[src/prab_pkg.sv]
// Shared types and constants for the packet register access bridge.
package prab_pkg;

   localparam logic [13:0] MAX_READ_WORDS = 14'd16382;

   localparam int JOB_DEPTH = 4;
   localparam int JOB_PTR_W = $clog2(JOB_DEPTH);

   // result kinds on the output channel
   localparam logic [1:0] RES_REPLY = 2'd0;
   localparam logic [1:0] RES_WRITE = 2'd1;
   localparam logic [1:0] RES_READ  = 2'd2;

   // job kinds passed from the front to the back
   localparam logic [1:0] JOB_ECHO   = 2'd0;
   localparam logic [1:0] JOB_WRITE  = 2'd1;
   localparam logic [1:0] JOB_HEADER = 2'd2;
   localparam logic [1:0] JOB_RDATA  = 2'd3;

   localparam logic [7:0] CMD_ECHO   = 8'h00;
   localparam logic [7:0] CMD_ACCESS = 8'h01;
   localparam logic [7:0] REPLY_CMD  = 8'h01;

   typedef struct packed {
      logic [1:0]  kind;
      logic [7:0]  byte_val;
      logic        last;
      logic [31:0] address;
      logic [31:0] data;
      logic [13:0] count;
      logic [7:0]  flags;
      logic        request;
   } job_type;

endpackage

[src/prab_front.sv]
// Front end: parses packet bytes and read returns into jobs for the back end.
module prab_front (
   input  logic              clock,
   input  logic              reset,
   input  logic              accept,
   input  logic              item_kind,
   input  logic [7:0]        in_byte,
   input  logic              in_last,
   input  logic [31:0]       read_data,
   output logic              job_push,
   output prab_pkg::job_type job
);
   import prab_pkg::*;

   localparam logic PH_PARSE = 1'b0;
   localparam logic PH_WAIT  = 1'b1;

   logic [15:0] pos_ff, pos_in;
   logic [7:0]  cmd_ff, cmd_in;
   logic [1:0]  aflags_ff, aflags_in;
   logic [7:0]  fbyte_ff, fbyte_in;
   logic [31:0] addr_ff, addr_in;
   logic [15:0] len_ff, len_in;
   logic [23:0] wa_ff, wa_in;
   logic [13:0] written_ff, written_in;
   logic [13:0] remain_ff, remain_in;
   logic        phase_ff, phase_in;

   logic [15:0] count_raw;
   logic [15:0] len_minus;
   logic [13:0] total;
   logic [31:0] addr_step;

   always_comb begin
      pos_in     = pos_ff;
      cmd_in     = cmd_ff;
      aflags_in  = aflags_ff;
      fbyte_in   = fbyte_ff;
      addr_in    = addr_ff;
      len_in     = len_ff;
      wa_in      = wa_ff;
      written_in = written_ff;
      remain_in  = remain_ff;
      phase_in   = phase_ff;
      job_push   = 1'b0;
      job        = '0;
      count_raw  = '0;
      len_minus  = '0;
      total      = '0;
      addr_step  = '0;

      if (accept) begin
         if (item_kind) begin
            if (phase_ff == PH_WAIT && remain_ff != 14'd0) begin
               remain_in    = remain_ff - 14'd1;
               job_push     = 1'b1;
               job.kind     = JOB_RDATA;
               job.data     = read_data;
               job.address  = addr_ff;
               job.last     = (remain_in == 14'd0);
               job.request  = (remain_in != 14'd0);
               if (job.request) begin
                  if (aflags_ff[0]) addr_in = addr_ff + 32'd4;
               end else begin
                  phase_in = PH_PARSE;
               end
            end
         end else if (phase_ff == PH_PARSE) begin
            if (pos_ff == 16'd0) begin
               cmd_in     = in_byte;
               aflags_in  = '0;
               fbyte_in   = '0;
               addr_in    = '0;
               len_in     = '0;
               wa_in      = '0;
               written_in = '0;
               remain_in  = '0;
            end
            if (cmd_in == CMD_ECHO) begin
               job_push     = 1'b1;
               job.kind     = JOB_ECHO;
               job.byte_val = in_byte;
               job.last     = in_last;
            end else if (cmd_in == CMD_ACCESS) begin
               if (pos_ff == 16'd1 || pos_ff == 16'd2) begin
                  len_in = {len_ff[7:0], in_byte};
               end else if (pos_ff == 16'd3) begin
                  fbyte_in  = in_byte;
                  aflags_in = in_byte[7:6];
               end else if (pos_ff >= 16'd4 && pos_ff <= 16'd7) begin
                  addr_in = {addr_ff[23:0], in_byte};
               end else if (pos_ff >= 16'd8) begin
                  if (pos_ff == 16'd9) begin
                     count_raw = {wa_ff[7:0], in_byte};
                     remain_in = (count_raw > {2'b00, MAX_READ_WORDS}) ?
                                 MAX_READ_WORDS : count_raw[13:0];
                  end
                  // a word completes on every fourth data byte
                  if (aflags_ff[1] && pos_ff[1:0] == 2'b11) begin
                     len_minus = len_ff - 16'd5;
                     total     = (len_ff > 16'd5) ? len_minus[15:2] : 14'd0;
                     if (written_ff < total) begin
                        job_push    = 1'b1;
                        job.kind    = JOB_WRITE;
                        job.address = addr_ff;
                        job.data    = {wa_ff, in_byte};
                        if (aflags_ff[0]) addr_in = addr_ff + 32'd4;
                        written_in = written_ff + 14'd1;
                     end
                  end
                  wa_in = {wa_ff[15:0], in_byte};
               end
               if (in_last && !aflags_in[1] && pos_ff >= 16'd7) begin
                  job_push     = 1'b1;
                  job.kind     = JOB_HEADER;
                  job.address  = addr_in;
                  job.flags    = fbyte_in;
                  job.count    = remain_in;
                  job.request  = (remain_in != 14'd0);
                  if (job.request) begin
                     addr_step = addr_in + 32'd4;
                     if (aflags_in[0]) addr_in = addr_step;
                     phase_in = PH_WAIT;
                  end
               end
            end
            if (in_last)                pos_in = '0;
            else if (pos_ff != 16'hFFFF) pos_in = pos_ff + 16'd1;
         end
      end
   end

   always_ff @(posedge clock) begin
      if (reset) begin
         pos_ff     <= '0;
         cmd_ff     <= '0;
         aflags_ff  <= '0;
         fbyte_ff   <= '0;
         addr_ff    <= '0;
         len_ff     <= '0;
         wa_ff      <= '0;
         written_ff <= '0;
         remain_ff  <= '0;
         phase_ff   <= PH_PARSE;
      end else begin
         pos_ff     <= pos_in;
         cmd_ff     <= cmd_in;
         aflags_ff  <= aflags_in;
         fbyte_ff   <= fbyte_in;
         addr_ff    <= addr_in;
         len_ff     <= len_in;
         wa_ff      <= wa_in;
         written_ff <= written_in;
         remain_ff  <= remain_in;
         phase_ff   <= phase_in;
      end
   end

endmodule

[src/prab_job_fifo.sv]
// Short job queue between the front and back ends.
module prab_job_fifo (
   input  logic              clock,
   input  logic              reset,
   input  logic              push_job,
   input  prab_pkg::job_type push_data,
   input  logic              pop_job,
   output logic              full_q,
   output logic              valid_q,
   output prab_pkg::job_type head
);
   import prab_pkg::*;

   job_type              entry_ff [JOB_DEPTH];
   logic [JOB_PTR_W-1:0] wr_ff, wr_in;
   logic [JOB_PTR_W-1:0] rd_ff, rd_in;
   logic [JOB_PTR_W:0]   cnt_ff, cnt_in;

   assign full_q  = (cnt_ff == (JOB_PTR_W+1)'(JOB_DEPTH));
   assign valid_q = (cnt_ff != '0);
   assign head    = entry_ff[rd_ff];

   always_comb begin
      wr_in  = wr_ff;
      rd_in  = rd_ff;
      cnt_in = cnt_ff;
      if (push_job) wr_in = wr_ff + 1'b1;
      if (pop_job)  rd_in = rd_ff + 1'b1;
      if (push_job && !pop_job)      cnt_in = cnt_ff + 1'b1;
      else if (!push_job && pop_job) cnt_in = cnt_ff - 1'b1;
   end

   always_ff @(posedge clock) begin
      if (reset) begin
         wr_ff  <= '0;
         rd_ff  <= '0;
         cnt_ff <= '0;
      end else begin
         wr_ff  <= wr_in;
         rd_ff  <= rd_in;
         cnt_ff <= cnt_in;
      end
   end

   always_ff @(posedge clock) begin
      if (push_job) entry_ff[wr_ff] <= push_data;
   end

endmodule

[src/prab_back.sv]
// Back end: expands each job into result items, one per cycle unless pop stalls, into an output register.
module prab_back (
   input  logic              clock,
   input  logic              reset,
   input  logic              job_valid,
   input  prab_pkg::job_type job,
   output logic              job_pop,
   input  logic              pop,
   output logic              empty,
   output logic [1:0]        result_kind,
   output logic [7:0]        response_byte,
   output logic              response_last,
   output logic [31:0]       access_address,
   output logic [31:0]       access_data
);
   import prab_pkg::*;

   logic [3:0]  step_ff, step_in;
   logic        ovalid_ff, ovalid_in;
   logic [1:0]  kind_ff, kind_in;
   logic [7:0]  byte_ff, byte_in;
   logic        last_ff, last_in;
   logic [31:0] addr_ff, addr_in;
   logic [31:0] data_ff, data_in;

   logic        emit;
   logic [3:0]  final_step;
   logic [15:0] total_len;

   assign emit      = job_valid && (!ovalid_ff || pop);
   assign total_len = {job.count, 2'b00} + 16'd7;

   always_comb begin
      case (job.kind)
         JOB_HEADER: final_step = job.request ? 4'd10 : 4'd9;
         JOB_RDATA:  final_step = job.request ? 4'd4 : 4'd3;
         default:    final_step = 4'd0;
      endcase
   end

   assign job_pop = emit && (step_ff == final_step);

   always_comb begin
      kind_in = RES_REPLY;
      byte_in = '0;
      last_in = 1'b0;
      addr_in = '0;
      data_in = '0;
      case (job.kind)
         JOB_ECHO: begin
            byte_in = job.byte_val;
            last_in = job.last;
         end
         JOB_WRITE: begin
            kind_in = RES_WRITE;
            addr_in = job.address;
            data_in = job.data;
         end
         JOB_HEADER: begin
            case (step_ff)
               4'd0: byte_in = REPLY_CMD;
               4'd1: byte_in = total_len[15:8];
               4'd2: byte_in = total_len[7:0];
               4'd3: byte_in = job.flags;
               4'd4: byte_in = job.address[31:24];
               4'd5: byte_in = job.address[23:16];
               4'd6: byte_in = job.address[15:8];
               4'd7: byte_in = job.address[7:0];
               4'd8: byte_in = {2'b00, job.count[13:8]};
               4'd9: begin
                  byte_in = job.count[7:0];
                  last_in = !job.request;
               end
               default: begin
                  kind_in = RES_READ;
                  addr_in = job.address;
               end
            endcase
         end
         default: begin
            // returned read word, big-endian, then the next read request
            case (step_ff)
               4'd0: byte_in = job.data[31:24];
               4'd1: byte_in = job.data[23:16];
               4'd2: byte_in = job.data[15:8];
               4'd3: begin
                  byte_in = job.data[7:0];
                  last_in = job.last;
               end
               default: begin
                  kind_in = RES_READ;
                  addr_in = job.address;
               end
            endcase
         end
      endcase
   end

   always_comb begin
      step_in   = step_ff;
      ovalid_in = ovalid_ff && !pop;
      if (emit) begin
         ovalid_in = 1'b1;
         step_in   = job_pop ? 4'd0 : step_ff + 4'd1;
      end
   end

   always_ff @(posedge clock) begin
      if (reset) begin
         step_ff   <= '0;
         ovalid_ff <= 1'b0;
      end else begin
         step_ff   <= step_in;
         ovalid_ff <= ovalid_in;
      end
   end

   always_ff @(posedge clock) begin
      if (emit) begin
         kind_ff <= kind_in;
         byte_ff <= byte_in;
         last_ff <= last_in;
         addr_ff <= addr_in;
         data_ff <= data_in;
      end
   end

   assign empty          = !ovalid_ff;
   assign result_kind    = kind_ff;
   assign response_byte  = byte_ff;
   assign response_last  = last_ff;
   assign access_address = addr_ff;
   assign access_data    = data_ff;

endmodule

[src/packet_register_access_bridge.sv]
// Packet register access bridge: command packets in, reply bytes and bus accesses out.
//
// Input channel (push/full): one item per accepted edge, either a packet byte
// (req_item_kind 0, with req_in_byte and req_in_last) or a word returned by the
// bus for the outstanding read request (req_item_kind 1, req_read_data).
// Result channel (empty/pop): reply bytes, bus writes and bus read requests,
// selected by rsp_result_kind, oldest first.
// The front end parses one item per cycle while full is low, so packets stream in
// at one byte per cycle. Each item turns into at most one job in a 4-entry job
// queue; the back end drains a job at one result item per cycle while pop is not
// stalled (a reply header with its read request gives 11 result items, a returned
// word with its next request 5). With the back end idle, the first result of an
// item passes through the job queue and then the output register before it shows
// on the result ports. full rises only when the job queue fills, i.e. when the
// receiver stalls pop or a header or a returned word backs up the back end.
// Reset clears the parser to the start of a packet, empties the job queue and
// the output register; no results are pending after reset.
module packet_register_access_bridge (
   input  logic        clock,
   input  logic        reset,
   input  logic        push,
   output logic        full,
   input  logic        req_item_kind,
   input  logic [7:0]  req_in_byte,
   input  logic        req_in_last,
   input  logic [31:0] req_read_data,
   output logic        empty,
   input  logic        pop,
   output logic [1:0]  rsp_result_kind,
   output logic [7:0]  rsp_response_byte,
   output logic        rsp_response_last,
   output logic [31:0] rsp_access_address,
   output logic [31:0] rsp_access_data
);
   import prab_pkg::*;

   logic    accept;
   logic    job_push;
   job_type job_in;
   logic    job_pop;
   logic    job_valid;
   job_type job_head;

   assign accept = push && !full;

   prab_front u_front (
      .clock     (clock),
      .reset     (reset),
      .accept    (accept),
      .item_kind (req_item_kind),
      .in_byte   (req_in_byte),
      .in_last   (req_in_last),
      .read_data (req_read_data),
      .job_push  (job_push),
      .job       (job_in)
   );

   prab_job_fifo u_fifo (
      .clock     (clock),
      .reset     (reset),
      .push_job  (job_push),
      .push_data (job_in),
      .pop_job   (job_pop),
      .full_q    (full),
      .valid_q   (job_valid),
      .head      (job_head)
   );

   prab_back u_back (
      .clock          (clock),
      .reset          (reset),
      .job_valid      (job_valid),
      .job            (job_head),
      .job_pop        (job_pop),
      .pop            (pop),
      .empty          (empty),
      .result_kind    (rsp_result_kind),
      .response_byte  (rsp_response_byte),
      .response_last  (rsp_response_last),
      .access_address (rsp_access_address),
      .access_data    (rsp_access_data)
   );

endmodule

[config.mk]
export PLATFORM = sky130hd
export DESIGN_NAME = packet_register_access_bridge
export DESIGN_NICKNAME = d
export VERILOG_FILES = /design/src/prab_pkg.sv /design/src/prab_front.sv /design/src/prab_job_fifo.sv /design/src/prab_back.sv /design/src/packet_register_access_bridge.sv
export SDC_FILE = /design/constraint.sdc
export NUM_CORES = 1
export LEC_CHECK = 0
export BUFFER_PORTS_ARGS = -buffer_cell sky130_fd_sc_hd__buf_2
export CORE_UTILIZATION = 45
export CTS_BUF_LIST = sky130_fd_sc_hd__clkbuf_2
export CTS_CLUSTER_SIZE = 25
export DETAILED_ROUTE_END_ITERATION = 7
export SLEW_MARGIN = 20
export SYNTH_ARGS = -nofsm -noshare
export SYNTH_HDL_FRONTEND = slang
export SYNTH_SLANG_ARGS = --single-unit
[constraint.sdc]
create_clock -name clock -period 7.6 [get_ports clock]
set_clock_uncertainty 0.15 [all_clocks]
set_input_delay 1.14 -clock clock [delete_from_list [all_inputs] [get_ports clock]]
set_output_delay 1.14 -clock clock [all_outputs]
set_load 0.02 [all_outputs]
==> reports/qor.csv, run 1 <==
stage,metric,value,unit
sta,f_max,144.4,MHz
place,Port Buf Inserts,122,
final_layout,Area growth syn-to-layout,10.53,%
sta,final setup vio count,0,
detailed_routing,DR vias,22270,
sta,pins over their slew limit,0,
sta,Slew HR,0.2319,
die,Initial Util,0.4556,
clock_tree,root buffer cell,clkbuf_2,
final_layout,share of layout cells above drive strength 1,0.2023,
clock_tree,Max Root-Sink Buffers,3,
die,Die Height,257.5,µm
global_routing,remaining global-route overflow,0,
yosys,syn_nets,2550,
global_routing,grt met3 use,0.06413,
final_layout,filler instances,5789,
clock_tree,clock sink count,616,
clock_tree,clk slew on worst S/H paths,0.09,ns
sta,minimum clock period,6.927,ns
yosys,ys flop type,edfxtp_1,
yosys,Yosys reg bits,616,
die,area of the core region,0.06446,mm²
setup_path,reg2reg start,u_front.len_ff[1],
clock_tree,TritonCTS clock tree,done,
yosys,synth top area cells,"edfxtp_1 48%, dfxtp_1 10%, mux4_2 7.5%",
clock_tree,H-tree levels,4,
yosys,register area share after synthesis,0.5790,
min_path,worst min-delay path class,in2reg,
global_routing,met1 GRT Util,0.3692,
setup_path,Slowest cell on crit path,a2111oi_2,
yosys,Syn Inst Count,2471,
sta,setup tns final,0,ns
power_and_ir_drop,peak supply drop,0.0002297,V
detailed_routing,DRC,0,
global_routing,number of global-route vias before repair,21460,
global_routing,met2 usage in global routing,0.4052,
power_and_ir_drop,Leak,11.12,nW
final_layout,Nets,2722,
yosys,Post-synth EDFFs,467,
clock_tree,Worst-Skew Late Latency,1.35,ns
yosys,Yosys Warn Count,0,
run_status,status,"finished, final reports clean",
power_and_ir_drop,Pwr per Cell Area,264.7,mW/mm²
min_path,hold wc startpoint,reset,
place,dpl hpwl,57900,µm
setup_path,CP Cell Sequence,o21a_1 > nor4_1 > nand2b_1 > nor4_1 > nand2b_1 > or2_2 > nor3_1 > xor2_1 > nand2_1 > ha_1 > nand4_1 > or3_1 > a2111oi_2 > or4_1 > buf_6 > and3_1 > a211o_1 > and4_1 > nand4_2 > or4_1 > and3_1,
sta,Final Hold Fails,0,
yosys,area of the mapped netlist,0.02937,mm²
setup_path,CP Class,reg2reg,
die,I/O Pins,123,
global_routing,total track usage,0.2653,
global_routing,pin count of the biggest net entering global routing,103,
die,Die X,257.5,µm
sta,RSZ-0062 raised after global routing,no,
sta,period utilisation layout,0.9115,
die,std cell rows,93,
clock_tree,Num CTS Buffers,162,
detailed_routing,router iterations before antenna repair,6,
yosys,"Avg Cell Area, Syn",11.89,µm²
yosys,asr flop ratio synth,0,
yosys,Synth cell types,90,
yosys,Synth area leader,edfxtp_1,
setup_path,worst stage delay on the critical path,0.58,ns
setup_path,Critical Path AT,7.97,ns
detailed_routing,DR iter-0 viols,2449,
global_routing,initial antenna violation count,3,
detailed_routing,WL per Instance,24.45,µm
setup_path,launch point of the worst path,u_front.len_ff[1],
place,GPL Wtd Cong,0.9459,
setup_path,CP max FO,40,
yosys,Yosys top cell area share,0.4775,
die,total die area,0.06629,mm²
detailed_routing,drt total wl,88330,µm
setup_path,crit start category,register,
setup_path,Worst EP required,8.64,ns
global_routing,GR peak layer,met2,
final_layout,fin util,0.5036,
setup_path,crit end category,register,
detailed_routing,post-route ant nets,0,
global_routing,first-pass GRT wire length,132600,µm
detailed_routing,Via-to-Cell Ratio,6.166,
sta,worst-margin pin slew,1.148,ns
flow_run,max_cap viols,0,
synthesized netlist by cell type (all sizes together) (8+ instances only):
| cell type | n |
|---|---|
| a211oi | 16 |
| a21o | 8 |
| a21oi | 137 |
| a22o | 46 |
| a22oi | 79 |
| a31oi | 30 |
| a32o | 9 |
| a32oi | 13 |
| and2 | 89 |
| and3 | 29 |
| and4 | 11 |
| buf | 32 |
| clkbuf | 156 |
| dfxtp | 149 |
| edfxtp | 467 |
| ha | 32 |
| inv | 28 |
| mux2i | 12 |
| mux4 | 98 |
| nand2 | 198 |
| nand2b | 19 |
| nand3 | 77 |
| nand3b | 14 |
| nand4 | 33 |
| nand4b | 8 |
| nor2 | 223 |
| nor3 | 66 |
| nor4 | 27 |
| o211ai | 18 |
| o21ai | 113 |
| o22ai | 8 |
| o31ai | 11 |
| or2 | 9 |
| or3 | 21 |
| or4 | 11 |
| xnor2 | 32 |
| xor2 | 25 |
cell type report:
cell class / instances / area [µm²] / area share
well taps: 855 / 1070 / 0.03295
multi-input cells: 1638 / 11570 / 0.3564
flip-flops and latches: 616 / 17010 / 0.5241
clock buffers: 218 / 1091 / 0.03361
inverters: 29 / 110.1 / 0.003392
diodes: 4 / 10.01 / 0.0003083
clock inverters: 56 / 310.3 / 0.009559
repair buffers: 196 / 1289 / 0.03970
report_power, final:
part | total (mW) | switching, mW | internal, mW
Sequential | 4.17 | 0.162 | 4.00
Clock | 2.23 | 1.37 | 0.860
Combinational | 2.19 | 1.43 | 0.764
metal layers:
layer | vias to the layer above | part of all wire | wire [µm]
met4 | 0 | 0.028 | 2463
met3 | 194 | 0.085 | 7506
met1 | 11040 | 0.43 | 37900
met5 | - | 0 | 0
li1 | 9971 | - | -
met2 | 1070 | 0.46 | 40460
timing repair:
item                                    CTS  global route
endpoints found under the hold margin    98             0
endpoints found under the setup margin    0             6
setup buffers                             0             2
hold buffers                             30             0
gates resized for setup                   0             1
kinds of logic after synthesis:
logic type      after synthesis  synth area share
buf+inv                     217           0.02927
xor+xnor                     57           0.01700
fa+ha+maj                    33           0.01431
flops                       616            0.5790
compound gates              570            0.1304
simple gates                861            0.1480
mux                         117           0.08192
worst max-delay path, delay by kind of cell, from the launching register on:
| kind | cells | cell delay (ns) |
|---|---|---|
| buf+inv | 1 | 0.35 |
| flops | 1 | 0.35 |
| compound gates | 3 | 1.02 |
| xor+xnor | 1 | 0.17 |
| simple gates | 15 | 4.40 |
| fa+ha+maj | 1 | 0.32 |
placed cells by master, fill, tap and decap left out, types with 10 or more instances in the layout:
master,synthesis,final
a22o_1,46,46
ha_1,32,32
o211ai_1,18,18
edfxtp_1,467,467
nand3b_1,14,14
dfxtp_1,149,147
o31ai_1,10,10
nor4_1,25,24
nand2b_1,19,19
o21ai_0,111,110
buf_2,9,121
xor2_1,25,25
or4_1,11,11
nor2_1,220,218
mux4_2,98,98
buf_4,1,40
a21oi_1,137,137
a22oi_1,79,79
nand2_1,198,198
and3_1,29,29
nand4_1,32,32
nor3_1,63,62
clkbuf_2,0,218
xnor2_1,32,32
and2_1,85,80
and4_1,11,11
a32oi_1,13,13
a31oi_1,30,29
dlygate4sd3_1,0,30
a211oi_1,16,16
mux2i_1,12,12
inv_1,27,26
clkinv_1,1,35
nand3_1,77,77
or3_1,21,21
flip-flops by register name, indices dropped and copies added (netlist names), 14 cells and up, named ones only:
signal,cells
u_back.access_address,32
u_back.access_data,32
u_fifo.entry_ff,392
u_front.addr_ff,32
u_front.len_ff,16
u_front.pos_ff,16
u_front.remain_ff,14
u_front.wa_ff,24
u_front.written_ff,14
metrics by stage:
| step | setup WS (ns) | instance area, µm² | hold slack, ns | cells | total power, mW |
|---|---|---|---|---|---|
| after floorplan | 0.9368 | 29370 | 0.2822 | 2471 | 5.686 |
| after global placement | 0.8726 | 30720 | 0.2925 | 3302 | 6.407 |
| after detailed placement | 0.6460 | 30720 | 0.2969 | 3302 | 6.436 |
| after CTS | 0.5428 | 32420 | 0.003165 | 3606 | 8.679 |
| after global routing | 0.06254 | 32460 | -0.01926 | 3612 | 9.016 |
| final | 0.6728 | 32460 | 0.1312 | 3612 | 8.592 |
worst paths after layout:
| kind | depth (start not counted) | slack, ns | end |
|---|---|---|---|
| worst max-delay path | 21 | 0.67 | u_front.addr_ff[23] |
| worst min-delay path | 2 | 0.13 | u_front.addr_ff[0] |
| worst max register to register | 21 | 0.67 | u_front.addr_ff[23] |
| worst min register to register | 2 | 0.32 | u_front.fbyte_ff[7] |
Power figures use the tool's default switching activity.
==> run 2: changes to the inputs <==
--- a/config.mk
+++ b/config.mk
@@ -6,11 +6,11 @@
 export NUM_CORES = 1
 export LEC_CHECK = 0
 export BUFFER_PORTS_ARGS = -buffer_cell sky130_fd_sc_hd__buf_2
+export CORE_MARGIN = 4
 export CORE_UTILIZATION = 45
 export CTS_BUF_LIST = sky130_fd_sc_hd__clkbuf_2
 export CTS_CLUSTER_SIZE = 25
 export DETAILED_ROUTE_END_ITERATION = 7
-export SLEW_MARGIN = 20
 export SYNTH_ARGS = -nofsm -noshare
 export SYNTH_HDL_FRONTEND = slang
 export SYNTH_SLANG_ARGS = --single-unit
==> reports/qor.csv, run 2 (synthesis results as in run 1) <==
stage,metric,value,unit,change
global_routing,total track usage,0.2510,,was 0.2653
setup_path,Critical Path AT,7.95,ns,was 7.97 ns
clock_tree,Num CTS Buffers,159,,was 162
final_layout,share of layout cells above drive strength 1,0.2042,,was 0.2023
detailed_routing,met2 wire len,41090,µm,was 40460 µm
power_and_ir_drop,Leak,11.15,nW,was 11.12 nW
sta,final setup vio count,0,,unchanged
detailed_routing,Via-to-Cell Ratio,6.170,,was 6.166
final_layout,flip-flop and latch area,0.01701,mm²,unchanged
detailed_routing,router iterations before antenna repair,6,,unchanged
sta,Final Hold Fails,0,,unchanged
global_routing,pin count of the biggest net entering global routing,80,,was 103
run_status,status,"finished, final reports clean",,unchanged
final_layout,Area growth syn-to-layout,10.71,%,was 10.53%
place,GPL Wtd Cong,0.9375,,was 0.9459
global_routing,initial antenna violation count,1,,was 3
global_routing,number of global-route vias before repair,21860,,was 21460
detailed_routing,M1 WL,38100,µm,was 37900 µm
setup_path,launch point of the worst path,u_front.len_ff[0],,was u_front.len_ff[1]
power_and_ir_drop,Pwr per Cell Area,265.4,mW/mm²,was 264.7 mW/mm²
min_path,worst min-delay path class,in2reg,,unchanged
sta,final hold slack,0.2024,ns,was 0.1312 ns
die,Initial Util,0.4548,,was 0.4556
final_layout,most frequent cells in the layout,"467 x edfxtp_1, 228 x clkbuf_2, 218 x nor2_1, 198 x nand2_1, 147 x dfxtp_1",,"was 467 x edfxtp_1, 218 x nor2_1, 218 x clkbuf_2, 198 x nand2_1, 147 x dfxtp_1"
setup_path,reg2reg start,u_front.len_ff[0],,was u_front.len_ff[1]
die,Die X,263.5,µm,was 257.5 µm
final_layout,"most common cell after layout, fill and taps aside",edfxtp_1,,unchanged
clock_tree,post-CTS setup buffers,0,,unchanged
setup_path,crit end category,register,,unchanged
clock_tree,clk slew on worst S/H paths,0.09,ns,about the same
final_layout,area taken by multi-input logic gates,0.01156,mm²,was 0.01157 mm²
place,Port Buf Inserts,122,,unchanged
final_layout,Nets,2719,,was 2722
setup_path,CP max FO,40,,unchanged
sta,Slew HR,0.1890,,was 0.2319
sta,worst-margin pin slew,1.204,ns,was 1.148 ns
min_path,hold wc startpoint,req_in_byte[7],,was reset
global_routing,first-pass GRT wire length,134400,µm,was 132600 µm
place,"worst slack, placed",0.7888,ns,was 0.6460 ns
final_layout,largest register by flop count,u_fifo.entry_ff,,unchanged
detailed_routing,top layer in use,met4,,unchanged
detailed_routing,DR iter-0 viols,2742,,was 2449
setup_path,crit start category,register,,unchanged
clock_tree,Max Root-Sink Buffers,3,,unchanged
setup_path,Worst EP required,8.63,ns,was 8.64 ns
clock_tree,TritonCTS clock tree,done,,unchanged
sta,pins over their slew limit,0,,unchanged
sta,period utilisation layout,0.9101,,was 0.9115
clock_tree,Worst-Skew Late Latency,1.32,ns,was 1.35 ns
power_and_ir_drop,peak supply drop,0.0001953,V,was 0.0002297 V
die,std cell rows,93,,unchanged
sta,minimum clock period,6.917,ns,was 6.927 ns
final_layout,filler instances,5767,,was 5789
clock_tree,clock sink count,616,,unchanged
detailed_routing,DR WL met3,7435,µm,was 7506 µm
die,area of the core region,0.06458,mm²,was 0.06446 mm²
die,total die area,0.06942,mm²,was 0.06629 mm²
detailed_routing,DR vias,22330,,was 22270
detailed_routing,DRC,0,,unchanged
detailed_routing,drt total wl,88920,µm,was 88330 µm
final_layout,Largest register FFs,392,,unchanged
detailed_routing,WL per Instance,24.56,µm,was 24.45 µm
clock_tree,H-tree levels,4,,unchanged
detailed_routing,post-route ant nets,0,,unchanged
sta,setup ws final,0.6833,ns,was 0.6728 ns
setup_path,CP Class,reg2reg,,unchanged
sta,RSZ-0062 raised after global routing,no,,unchanged
place,dpl hpwl,58490,µm,was 57900 µm
sta,f_max,144.6,MHz,was 144.4 MHz
sta,setup tns final,0,ns,unchanged
die,Die Height,263.5,µm,was 257.5 µm
die,I/O Pins,123,,unchanged
flow_run,max_cap viols,0,,unchanged
clock_tree,root buffer cell,clkbuf_2,,unchanged
global_routing,remaining global-route overflow,0,,unchanged
[run 2: through the flow]
| step | utilization | instances | area (µm²) | total power [mW] |
|---|---|---|---|---|
| global route | 0.5034 | 3618 | 32510 | 9.082 |
| floorplan | - | 2471 | 29370 | 5.686 |
| global placement | 0.4764 | 3303 | 30770 | 6.430 |
| CTS | 0.5034 | 3617 | 32510 | 8.735 |
| finish | 0.5035 | 3620 | 32520 | 8.630 |
| detailed placement | 0.4764 | 3303 | 30770 | 6.459 |
[run 2: critical path, cell delays in order (launching register included)]
cell	delay, ns
dfxtp_1	0.35
o21a_1	0.27
nor4_1	0.32
nand2b_1	0.17
nor4_1	0.41
nand2b_1	0.12
or2_2	0.34
nor3_1	0.23
xor2_1	0.18
nand2_1	0.07
ha_1	0.32
nand4_1	0.12
or3_1	0.40
a2111oi_2	0.55
or4_1	0.30
buf_4	0.47
and3_1	0.26
a211o_1	0.19
and4_1	0.45
nand4_2	0.34
or4_1	0.57
and3_1	0.19
[run 2: repair_timing]
action,4_1_cts,5_1_grt
hold buffers,31,0
endpoints found under the hold margin,111,0
resized for setup,0,0
setup endpoints to repair,0,0
[run 2: path summary, 6_finish.rpt]
path	end	slack, ns	depth (start not counted)
worst min register to register	u_front.fbyte_ff[6]	0.32	2
worst max register to register	u_front.addr_ff[23]	0.68	21
worst min-delay path	u_front.cmd_ff[7]	0.20	3
worst max-delay path	u_front.addr_ff[23]	0.68	21
[run 2: final cells by class]
class,count,area share
sequential,616,0.5232
multi-input combinational,1638,0.3555
timing repair buffer,196,0.04063
clock buffer,228,0.03509
tap,855,0.03290
clock inverter,55,0.008966
inverter,29,0.003386
antenna,3,0.0002309
[run 2: metal layers]
metal / vias to the layer above / GRT usage
met2: 1058 / 0.3882
met3: 195 / 0.05252
met5: - / 0
li1: 9952 / -
met1: 11130 / 0.3590
met4: 0 / 0.07693
[run 2: where the power goes]
| part | leakage [nW] | internal [mW] | switching [mW] | total, mW |
|---|---|---|---|---|
| clock | 1.09 | 0.860 | 1.39 | 2.25 |
| sequential | 5.81 | 4.00 | 0.193 | 4.20 |
| combinational | 4.25 | 0.769 | 1.41 | 2.18 |
| total | 11.1 | 5.63 | 3.00 | 8.63 |
